**src/rtl/paq_pkg.sv**
```systemverilog
// Shared types, sizes and codes for the priority admission queue.
package paq_pkg;

  // Store geometry
  localparam int QueueDepth = 16;
  localparam int IDX_W      = $clog2(QueueDepth);
  localparam int OCC_W      = $clog2(QueueDepth + 1);
  localparam int ID_W       = 8;
  localparam int PRIO_W     = 4;
  localparam int RUN_W      = 8;
  localparam int CFG_W      = 8;
  localparam int ENTRY_W    = ID_W + PRIO_W;

  localparam logic [PRIO_W-1:0] PRIO_MAX   = PRIO_W'(15);
  localparam logic [OCC_W-1:0]  OCC_FULL   = OCC_W'(QueueDepth);
  localparam logic [RUN_W-1:0]  RUN_SAT    = {RUN_W{1'b1}};
  localparam logic [CFG_W-1:0]  MAX_RUN_RST = CFG_W'(1);

  // Opcodes
  localparam logic [1:0] OP_APPEND = 2'd0;
  localparam logic [1:0] OP_QUERY  = 2'd1;
  localparam logic [1:0] OP_POP    = 2'd2;
  localparam logic [1:0] OP_LEAVE  = 2'd3;

  // Status codes
  localparam logic [1:0] ST_OK        = 2'd0;
  localparam logic [1:0] ST_FULL      = 2'd1;
  localparam logic [1:0] ST_POP_ERR   = 2'd2;
  localparam logic [1:0] ST_UNDERFLOW = 2'd3;

  // One store entry
  typedef struct packed {
    logic [ID_W-1:0]   id;
    logic [PRIO_W-1:0] prio;
  } entry_t;

  // Results of the shared index/compare unit
  typedef struct packed {
    logic [IDX_W-1:0] idx_inc;
    logic [IDX_W-1:0] idx_dec;
    logic [IDX_W-1:0] idx_dec2;
    logic             greater;
    logic             at_one;
    logic             at_end;
  } walk_t;

endpackage

```
**src/rtl/paq_ram.sv**
```systemverilog
// Generic single-write, single-read RAM with registered read data.
module paq_ram #(
  parameter int WIDTH = 12,
  parameter int DEPTH = 16
) (
  input  logic                     clk,
  input  logic                     we,
  input  logic [$clog2(DEPTH)-1:0] waddr,
  input  logic [WIDTH-1:0]         wdata,
  input  logic [$clog2(DEPTH)-1:0] raddr,
  output logic [WIDTH-1:0]         rdata
);

  logic [WIDTH-1:0] mem [DEPTH];

  // write port
  always_ff @(posedge clk) begin
    if (we) begin
      mem[waddr] <= wdata;
    end
  end

  // registered read port
  always_ff @(posedge clk) begin
    rdata <= mem[raddr];
  end

endmodule

```
**src/rtl/paq_walk_unit.sv**
```systemverilog
// Shared index stepper and priority comparator used by every walk of the store.
module paq_walk_unit (
  input  logic [paq_pkg::IDX_W-1:0]  idx,
  input  logic [paq_pkg::OCC_W-1:0]  occ,
  input  logic [paq_pkg::PRIO_W-1:0] entry_prio,
  input  logic [paq_pkg::PRIO_W-1:0] req_prio,
  output paq_pkg::walk_t             walk
);
  import paq_pkg::*;

  logic [OCC_W-1:0] idx_wide_inc;

  assign idx_wide_inc = {1'b0, idx} + OCC_W'(1);

  // neighbor indexes for the walk, and the stop tests
  always_comb begin
    walk.idx_inc  = idx + IDX_W'(1);
    walk.idx_dec  = idx - IDX_W'(1);
    walk.idx_dec2 = idx - IDX_W'(2);
    walk.greater  = entry_prio > req_prio;
    walk.at_one   = idx == IDX_W'(1);
    walk.at_end   = idx_wide_inc == occ;
  end

endmodule

```
**src/rtl/priority_admission_queue.sv**
```systemverilog
// Top level of the priority admission queue: sequencer, counters and stream ports.
//
//  channel | direction | handshake            | payload
//  --------+-----------+----------------------+--------------------------------------
//  s_*     | in        | s_tvalid / s_tready  | opcode, waiter_id, priority_req
//  m_*     | out       | m_tvalid / m_tready  | is_turn, status, head_id, counts
//  cfg_*   | in        | cfg_valid / cfg_ready| max_running
//
// Query, leave, every error case and a pop of the last entry go straight to the finish state.
// Append reads and compares from the tail, shifting each higher-priority entry up, and writes
// the new entry where the walk stops, using the insert state at the head or for an empty queue.
// Pop shifts each later entry down; the store does one write and one registered read per cycle.
// Synchronous reset empties the queue, clears the running count and sets max_running to 1.
// A full output register (m_tready low) holds one more accepted item in its finish state.
module priority_admission_queue (
  input  logic        clk,
  input  logic        rst,
  input  logic        s_tvalid,
  output logic        s_tready,
  input  logic [15:0] s_tdata,   // [1:0] opcode, [9:2] waiter_id, [13:10] priority_req, pad
  output logic        m_tvalid,
  input  logic        m_tready,
  output logic [23:0] m_tdata,   // [0] is_turn, [2:1] status, [10:3] head_id,
                                 // [15:11] waiting_count, [23:16] running_count
  input  logic        cfg_valid,
  output logic        cfg_ready,
  input  logic [7:0]  cfg_data   // [7:0] max_running
);
  import paq_pkg::*;

  localparam logic [2:0] S_IDLE    = 3'd0;
  localparam logic [2:0] S_APP_RD  = 3'd1;
  localparam logic [2:0] S_APP_CMP = 3'd2;
  localparam logic [2:0] S_APP_INS = 3'd3;
  localparam logic [2:0] S_POP_RD  = 3'd4;
  localparam logic [2:0] S_POP_MV  = 3'd5;
  localparam logic [2:0] S_DONE    = 3'd6;

  logic [2:0]        state;
  logic [IDX_W-1:0]  idx;
  logic [OCC_W-1:0]  occupancy;
  logic [RUN_W-1:0]  running;
  logic [CFG_W-1:0]  max_running;
  logic [ID_W-1:0]   head;
  logic [ID_W-1:0]   req_id;
  logic [PRIO_W-1:0] req_prio;
  logic              res_turn;
  logic [1:0]        res_status;
  logic              res_load;

  logic [1:0]        in_op;
  logic [ID_W-1:0]   in_id;
  logic [PRIO_W-1:0] in_prio;
  logic [PRIO_W-1:0] in_prio_clamped;
  logic              in_xfer;

  logic              ram_we;
  logic [IDX_W-1:0]  ram_waddr;
  entry_t            ram_wdata;
  logic [IDX_W-1:0]  ram_raddr;
  entry_t            ram_rdata;
  entry_t            new_entry;
  walk_t             walk;

  // input unpacking and priority clamp
  assign in_op           = s_tdata[1:0];
  assign in_id           = s_tdata[9:2];
  assign in_prio         = s_tdata[13:10];
  assign in_prio_clamped = (in_prio > PRIO_MAX) ? PRIO_MAX : in_prio;
  assign s_tready        = state == S_IDLE;
  assign in_xfer         = s_tvalid && s_tready;
  assign cfg_ready       = 1'b1;
  assign new_entry       = '{id: req_id, prio: req_prio};
  assign res_load        = (state == S_DONE) && (!m_tvalid || m_tready);

  // store
  paq_ram #(
    .WIDTH(ENTRY_W),
    .DEPTH(QueueDepth)
  ) u_store (
    .clk  (clk),
    .we   (ram_we),
    .waddr(ram_waddr),
    .wdata(ram_wdata),
    .raddr(ram_raddr),
    .rdata(ram_rdata)
  );

  // shared index and compare unit
  paq_walk_unit u_walk (
    .idx       (idx),
    .occ       (occupancy),
    .entry_prio(ram_rdata.prio),
    .req_prio  (req_prio),
    .walk      (walk)
  );

  // store port steering per walk state
  always_comb begin
    ram_we    = 1'b0;
    ram_waddr = idx;
    ram_wdata = new_entry;
    ram_raddr = idx;
    case (state)
      S_APP_RD: begin
        ram_raddr = walk.idx_dec;
      end
      S_APP_CMP: begin
        ram_we    = 1'b1;
        ram_wdata = walk.greater ? ram_rdata : new_entry;
        ram_raddr = walk.idx_dec2;
      end
      S_APP_INS: begin
        ram_we = 1'b1;
      end
      S_POP_RD: begin
        ram_raddr = IDX_W'(1);
      end
      S_POP_MV: begin
        ram_we    = 1'b1;
        ram_waddr = walk.idx_dec;
        ram_wdata = ram_rdata;
        ram_raddr = walk.idx_inc;
      end
      default: begin
        ram_we = 1'b0;
      end
    endcase
  end

  // configuration register
  always_ff @(posedge clk) begin
    if (rst) begin
      max_running <= MAX_RUN_RST;
    end else if (cfg_valid && cfg_ready) begin
      max_running <= cfg_data;
    end
  end

  // sequencer and queue state
  always_ff @(posedge clk) begin
    if (rst) begin
      state     <= S_IDLE;
      occupancy <= '0;
      running   <= '0;
    end else begin
      case (state)
        S_IDLE: begin
          if (in_xfer) begin
            req_id   <= in_id;
            req_prio <= in_prio_clamped;
            case (in_op)
              OP_APPEND: begin
                idx      <= occupancy[IDX_W-1:0];
                res_turn <= 1'b0;
                if (occupancy == OCC_FULL) begin
                  res_status <= ST_FULL;
                  state      <= S_DONE;
                end else if (occupancy == '0) begin
                  res_status <= ST_OK;
                  state      <= S_APP_INS;
                end else begin
                  res_status <= ST_OK;
                  state      <= S_APP_RD;
                end
              end
              OP_QUERY: begin
                res_turn   <= (occupancy != '0) && (running < max_running) && (head == in_id);
                res_status <= ST_OK;
                state      <= S_DONE;
              end
              OP_POP: begin
                res_turn <= 1'b0;
                if (occupancy == '0 || head != in_id) begin
                  res_status <= ST_POP_ERR;
                  state      <= S_DONE;
                end else begin
                  res_status <= ST_OK;
                  if (running != RUN_SAT) begin
                    running <= running + RUN_W'(1);
                  end
                  if (occupancy == OCC_W'(1)) begin
                    occupancy <= '0;
                    state     <= S_DONE;
                  end else begin
                    idx   <= IDX_W'(1);
                    state <= S_POP_RD;
                  end
                end
              end
              OP_LEAVE: begin
                res_turn <= 1'b0;
                state    <= S_DONE;
                if (running == '0) begin
                  res_status <= ST_UNDERFLOW;
                end else begin
                  res_status <= ST_OK;
                  running    <= running - RUN_W'(1);
                end
              end
              default: begin
                res_turn   <= 1'b0;
                res_status <= ST_OK;
                state      <= S_DONE;
              end
            endcase
          end
        end
        S_APP_RD: begin
          state <= S_APP_CMP;
        end
        S_APP_CMP: begin
          if (walk.greater) begin
            idx <= walk.idx_dec;
            if (walk.at_one) begin
              state <= S_APP_INS;
            end
          end else begin
            occupancy <= occupancy + OCC_W'(1);
            state     <= S_DONE;
          end
        end
        S_APP_INS: begin
          // only reached with the insert point at the head
          head      <= req_id;
          occupancy <= occupancy + OCC_W'(1);
          state     <= S_DONE;
        end
        S_POP_RD: begin
          state <= S_POP_MV;
        end
        S_POP_MV: begin
          if (walk.at_one) begin
            head <= ram_rdata.id;
          end
          if (walk.at_end) begin
            occupancy <= occupancy - OCC_W'(1);
            state     <= S_DONE;
          end else begin
            idx <= walk.idx_inc;
          end
        end
        S_DONE: begin
          if (res_load) begin
            state <= S_IDLE;
          end
        end
        default: begin
          state <= S_IDLE;
        end
      endcase
    end
  end

  // result valid flag
  always_ff @(posedge clk) begin
    if (rst) begin
      m_tvalid <= 1'b0;
    end else if (res_load) begin
      m_tvalid <= 1'b1;
    end else if (m_tready) begin
      m_tvalid <= 1'b0;
    end
  end

  // result register payload
  always_ff @(posedge clk) begin
    if (res_load) begin
      m_tdata[0]     <= res_turn;
      m_tdata[2:1]   <= res_status;
      m_tdata[10:3]  <= (occupancy != '0) ? head : '0;
      m_tdata[15:11] <= occupancy;
      m_tdata[23:16] <= running;
    end
  end

  // occupancy never passes the store size
  a_occ_bound: assert property (@(posedge clk) disable iff (rst)
    occupancy <= OCC_FULL)
    else $error("occupancy above store depth");

  // occupancy moves by at most one per item
  a_occ_step: assert property (@(posedge clk) disable iff (rst)
    (occupancy != $past(occupancy)) |->
      (occupancy == $past(occupancy) + OCC_W'(1) ||
       occupancy + OCC_W'(1) == $past(occupancy)))
    else $error("occupancy jumped");

  // a new result only appears out of the finish state
  a_result_src: assert property (@(posedge clk) disable iff (rst)
    $rose(m_tvalid) |-> $past(state) == S_DONE)
    else $error("result raised outside finish state");

endmodule

```
**config.mk**
```make
export PLATFORM = sky130hd
export DESIGN_NAME = priority_admission_queue
export DESIGN_NICKNAME = d
export VERILOG_FILES = /design/src/rtl/paq_pkg.sv /design/src/rtl/paq_ram.sv /design/src/rtl/paq_walk_unit.sv /design/src/rtl/priority_admission_queue.sv
export SDC_FILE = /design/constraint.sdc
export NUM_CORES = 1
export LEC_CHECK = 0
export BUFFER_PORTS_ARGS = -buffer_cell sky130_fd_sc_hd__buf_2
export CAP_MARGIN = 20
export CORE_MARGIN = 2
export CORE_UTILIZATION = 40
export DETAILED_ROUTE_END_ITERATION = 6
export HOLD_SLACK_MARGIN = 0.08
export SLEW_MARGIN = 20
export SYNTH_ARGS = -nofsm -noshare
export SYNTH_HDL_FRONTEND = slang
export SYNTH_SLANG_ARGS = --single-unit
```
**constraint.sdc**
```tcl
create_clock -name clk -period 6.45 [get_ports clk]
set_input_delay 0.9675 -clock clk [delete_from_list [all_inputs] [get_ports clk]]
set_output_delay 0.9675 -clock clk [all_outputs]
set_load 0.005 [all_outputs]
```
# After elaboration in Yosys (flattened, before gate mapping)
# Memories as Yosys holds them, arrays and structs flattened. A register that Yosys moved wholly into a read port is not among the register bits.
# Cells that the tools add are included.
classes:
  n_eq_ne: 33
  n_addsub: 8
  bitwise_logic: 1
  muxes: 45
  n_lt_le_gt_ge: 3
  reduce_logical: 26
op_table:
  columns: ["cell", "count"]
  rows:
  - ["$mux 8", 4]
  - ["$pmux 8 s2", 2]
  - ["$mux 5", 6]
  - ["$mux 4", 6]
  - ["$pmux 12 s2", 1]
  - ["$pmux 3 s7", 1]
  - ["$pmux 5 s4", 1]
  - ["$mux 3", 6]
  - ["$ne 2x2->1 const B", 8]
  - ["$pmux 4 s4", 1]
  - ["$mux 12", 1]
  - ["$pmux 4 s3", 1]
  - ["$mux 2", 5]
  - ["$ne 2x1->1 const B", 5]
  - ["$eq 3x3->1 const B", 3]
  - ["$pmux 3 s3", 1]
  - ["$add 8x1->8 const B", 1]
  - ["$eq 8x8->1", 1]
  - ["$logic_not 8->1", 1]
  - ["$lt 8x8->1", 1]
  - ["$ne 8x8->1", 1]
  - ["$ne 8x8->1 const B", 1]
  - ["$pmux 2 s4", 1]
  - ["$pmux 4 s2", 1]
  - ["40 further kinds", 56]
word_totals:
  memories: 1
  output_inout_bits: 27
  ramBits: 192
  regBits: 76
  wordCells: 130
memory_table:
  columns: ["name", "words", "width", "rd", "rd_clocked_by_memory_dff", "write_ports", "line", "text"]
  rows:
  - ["u_store.mem", 16, 12, 1, 1, 1, "paq_ram.sv:14", "logic [WIDTH-1:0] mem [DEPTH];"]

# Depth between registers and ports, before layout
depth:
  ltp_word: 6
  ltp_mapped: 16
  depth_no_buf: 10

# Cells and area by module
# Synthesis repeated with hierarchy kept, for this count alone.
hier_totals:
  cells_unflattened: 786
  area_unflattened_um2: 12229.2
by_module_without_submodules:
  columns: ["module", "cells_each", "area_each_um2", "instances"]
  rows:
  - ["paq_ram", 329, 7599.8, 1]
  - ["priority_admission_queue", 410, 4236.6, 1]
  - ["paq_walk_unit", 47, 392.9, 1]

# Least setup slack after synthesis
# OpenSTA, ideal clock, no wires.
synth_path:
  path_type: "input -> register"
  startpoint: "input s_tdata[0]"
  endpoint: "register running[6]"
  path_stages: 11
  required_ps: 6380
  slack_ps: 3399
  arrival_time_ps: 2980
  setup_time_ps: 70
  cell_sequence: "clkbuf_1 -> nand2_1 -> inv_1 -> ha_1 -> nor2b_1 -> o21ai_0 -> a21boi_0 -> o21a_1 -> o21ai_0 -> or3b_1 -> a21oi_1"
synth_via:
  elab_chain_cells: 3
  elab_cells_between_ends: 8
  cone_classes: "eq/ne (5); mux (1); reduce/logical (2)"
synth_rtl:
  columns: ["item", "line", "text"]
  rows:
  - ["from (decl)", "priority_admission_queue.sv:20", "input logic [15:0] s_tdata,"]
  - ["$eq 2x2->1", "priority_admission_queue.sv:152", "case (in_op)"]
  - ["$ne 2x2->1 (no source line) / $reduce_bool 2->1 (equally long branches)", null, null]
  - ["$reduce_and 6->1 (no source line)", null, null]
  - ["to (signal assigned)", "priority_admission_queue.sv:180", "running <= running + RUN_W'(1);"]
  - ["to (signal assigned)", "priority_admission_queue.sv:198", "running <= running - RUN_W'(1);"]
  - ["to (decl)", "priority_admission_queue.sv:42", "logic [RUN_W-1:0] running;"]
# Parallel ways exist; a longest one is shown, timed or not.
# A chain may end at the register's enable or synchronous reset.

# Final worst setup path
layout_path:
  startpoint: "register state[0]"
  endpoint: "register u_store.rdata[11] (read register of u_store.mem)"
layout_via:
  elab_chain_cells: 2
  elab_cells_between_ends: 5
  cone_classes: "eq/ne (4); mux (1)"
layout_rtl:
  columns: ["item", "line", "text"]
  rows:
  - ["from (decl)", "priority_admission_queue.sv:39", "logic [2:0] state;"]
  - ["from (signal assigned)", "priority_admission_queue.sv:143", "state <= S_IDLE;"]
  - ["from (signal assigned)", "priority_admission_queue.sv:158", "state <= S_DONE;"]
  - ["from (signal assigned)", "priority_admission_queue.sv:161", "state <= S_APP_INS;"]
  - ["$eq 3x3->1, or another cell as far along", "priority_admission_queue.sv:104", "case (state)"]
  - ["$pmux 4 s4 *", "priority_admission_queue.sv:104", null]
  - ["to (decl)", "paq_ram.sv:11", "output logic [WIDTH-1:0] rdata"]
# Every way passes the cells marked *; elsewhere a longest branch is shown, timed or not.

==> flow_summary.ini <==
[worst_setup_path]
crit_start = state[0]
reg2reg_slack_ns = 2.63
endpoint_kind = flip-flop
r2r-start = state[0]
start_kind = flip-flop
reg2reg_to = u_store.rdata[11]
crit_end = u_store.rdata[11]
critPathKind = flip-flop to flip-flop
required_ns = 6.94
cp_max_fo = 96
crit_arrival_ns = 4.32
reg2reg_depth = 11

[routing]
postRouteAntennaNets = 0
drt-wirelength-per-cell_um = 19.5
vias_per_cell = 5.50
drc = 0
drt_wl_total_mm = 28.4
first_pass_iters = 5
drt_iter0_drc = 759
num_vias = 8030

[timing]
fin_ws_ns = 2.63
period_minus_slack_ns = 3.82
slew_violations = 0
rsz0062_at_grt = false
setup_tns_ns = 0
setup_viol = 0
hold_viol_final = 0
fmax_mhz = 262
fin_crit_sh_pct = 59.3
worst_pin_slew_ns = 1.09
clock_skew_ns = 0.0120
relSlewSlack_pct = 27.3

[power_and_ir_drop]
internal-power_w = 0.00430
swShare_pct = 37.8
total_power_w = 0.00691
p_clk_share_pct = 24.9
ir_drop_mv = 0.418
power_density_nw_per_um2 = 496
netSwitchingPower_w = 0.00261
seqPwrFrac_pct = 35.5
leakage_nw = 4.86
p_comb_share_pct = 39.6

[clocking]
htree_levels = 1
cts_hold_buf = 0
clk_pin_slew_ns = 0.06
clkSinkCount = 280
insertion_delay_ns = 0.56
cts_tree = built
clockBufferDepth = 3
cts-resized-gates = 0
numCtsBuffers = 30
clock-root-buffer = clkbuf_16
cts_setup_buffers = 0

[floorplan]
die-area_sq_um = 32200
fp.dieH_um = 180
die_x_um = 180
fp.coreArea_sq_um = 30400
start_util_pct = 40.5
io_pins = 56
rows = 64

[synthesis]
syn_inst = 1002
synth_edf_count = 243
seq_area_frac_synth_pct = 65.2
syn_area_sq_um = 12300
synthTopCellsByCount = edfxtp_1, nand2_1, a21oi_1
syn-num-nets = 1060
synth_seq_cells = 280
ys_types = 69
async_reset_ff_share_pct = 0
synth.top_cell.area_share_pct = 59.2
synth_flop_cell = edfxtp_1
synth_most_common_cell = edfxtp_1
yosys_warnings = 0
postSynthAreaPerCell_sq_um = 12.3
synth_area_leaders = edfxtp_1, nand2_1, dfxtp_1
yosysTopAreaCell = edfxtp_1

[cells_and_area]
area_delta_synth_final_pct = 13.1
stdcell_count = 1460
antenna_cells = 0
drive_gt1_share_pct = 14.8
nets = 1098
final_util_pct = 45.8

[run_status]
status = finished, final reports clean

[grt]
grt_max_degree = 97
overflow = 0
antenna_found_initial = 0
grt_pass1_wl_mm = 44.2
grt_pass1_vias = 7750
track_usage_pct = 17.3

[worst_hold_path]
hold_class = flip-flop to flip-flop

[placed_design]
dp.cells = 1404
post-place-ws_ns = 2.65
hpwlAfterDp_mm = 17.1
place_congestion = 0.782
port-buffer-count = 52

[flow_run]
maxCapViolations = 0
## final cells by class
type                    count  area (sq um)
well taps                 396           495
inverters                  28           105
repair buffers             68           393
clock inverters            17           193
flip-flops and latches    280          8040
fillers                  2770         16500
multi-input cells         632          3910
clock buffers              39           805
## state kept, by name (all words and copies together) (netlist names), 2 cells and up
signal         cells
head               8
idx                4
m_tdata           24
max_running        8
occupancy          5
req_id             8
req_prio           4
res_status         2
running            8
state              3
u_store.mem      192
u_store.rdata     12
## stage by stage
step	area [sq um]	hold WS, ns
finish	13900	0.423
global route	13900	0.430
CTS	13900	0.423
detailed placement	12900	0.408
global placement	12900	0.402
floorplan	12300	0.400
## kinds of logic (layout without fill, tap and decap cells)
logic type      count (synthesis)  after routing  share of synthesized area (%)
simple gates                  340            340                           12.3
flops                         280            280                           65.2
compound gates                226            226                           13.1
buf+inv                        90            152                           3.54
fa+ha+maj                      29             29                           3.00
xor+xnor                       18             18                           1.28
mux                            18             18                           1.55
other cells                     1              1                         0.0304
## cells in the final DEF (no fill, tap or decap), types with 9 or more instances in the layout
| master | netlist | layout |
|---|---|---|
| a21oi_1 | 73 | 73 |
| nor2b_1 | 24 | 21 |
| a32o_1 | 24 | 24 |
| nor2_2 | 0 | 12 |
| mux2_2 | 9 | 9 |
| buf_2 | 27 | 52 |
| o21ai_0 | 21 | 21 |
| nor2_1 | 54 | 42 |
| mux2i_1 | 9 | 9 |
| nand3_1 | 13 | 12 |
| a221o_1 | 15 | 15 |
| o22ai_1 | 17 | 17 |
| xor2_1 | 10 | 10 |
| inv_1 | 26 | 26 |
| clkbuf_16 | 0 | 30 |
| dfxtp_1 | 37 | 37 |
| ha_1 | 28 | 28 |
| a32oi_1 | 26 | 26 |
| edfxtp_1 | 243 | 243 |
| buf_4 | 5 | 15 |
| nand2_1 | 206 | 206 |
## routing by layer
layer	wire, um	vias up	GRT usage [%]
met5	0	-	0
met4	484	0	4.03
met3	1710	43	3.24
met2	13300	227	28.0
met1	12900	3957	24.1
li1	-	3803	-
## power by group through the flow
stage	logic (W)	registers, W	clock network [W]
2_1_floorplan	0.00209	0.00242	0
3_3_place_gp	0.00269	0.00249	0
3_5_place_dp	0.00271	0.00249	0
4_1_cts	0.00273	0.00245	0.00175
5_1_grt	0.00302	0.00248	0.00182
6_report	0.00274	0.00246	0.00172
## worst min-delay path by stage
stage,cells after the start,end,start
after global routing,0,m_tdata[2],res_status[1]
final,0,m_tdata[2],res_status[1]
after floorplan,0,m_tdata[0],res_turn
after detailed placement,0,m_tdata[2],res_status[1]
after CTS,0,m_tdata[2],res_status[1]
after global placement,0,m_tdata[1],res_status[0]
## critical path, stage by stage, from the launching register on
cell,delay (ns)
dfxtp_1,0.73
and2b_1,0.27
nand2_1,0.09
inv_2,0.39
ha_1,0.28
a31oi_1,0.16
nand3_4,0.09
buf_4,0.77
nand2_1,0.14
a32o_1,0.29
o22ai_1,0.29
a221o_1,0.19
(Power assumes the default switching activity.)
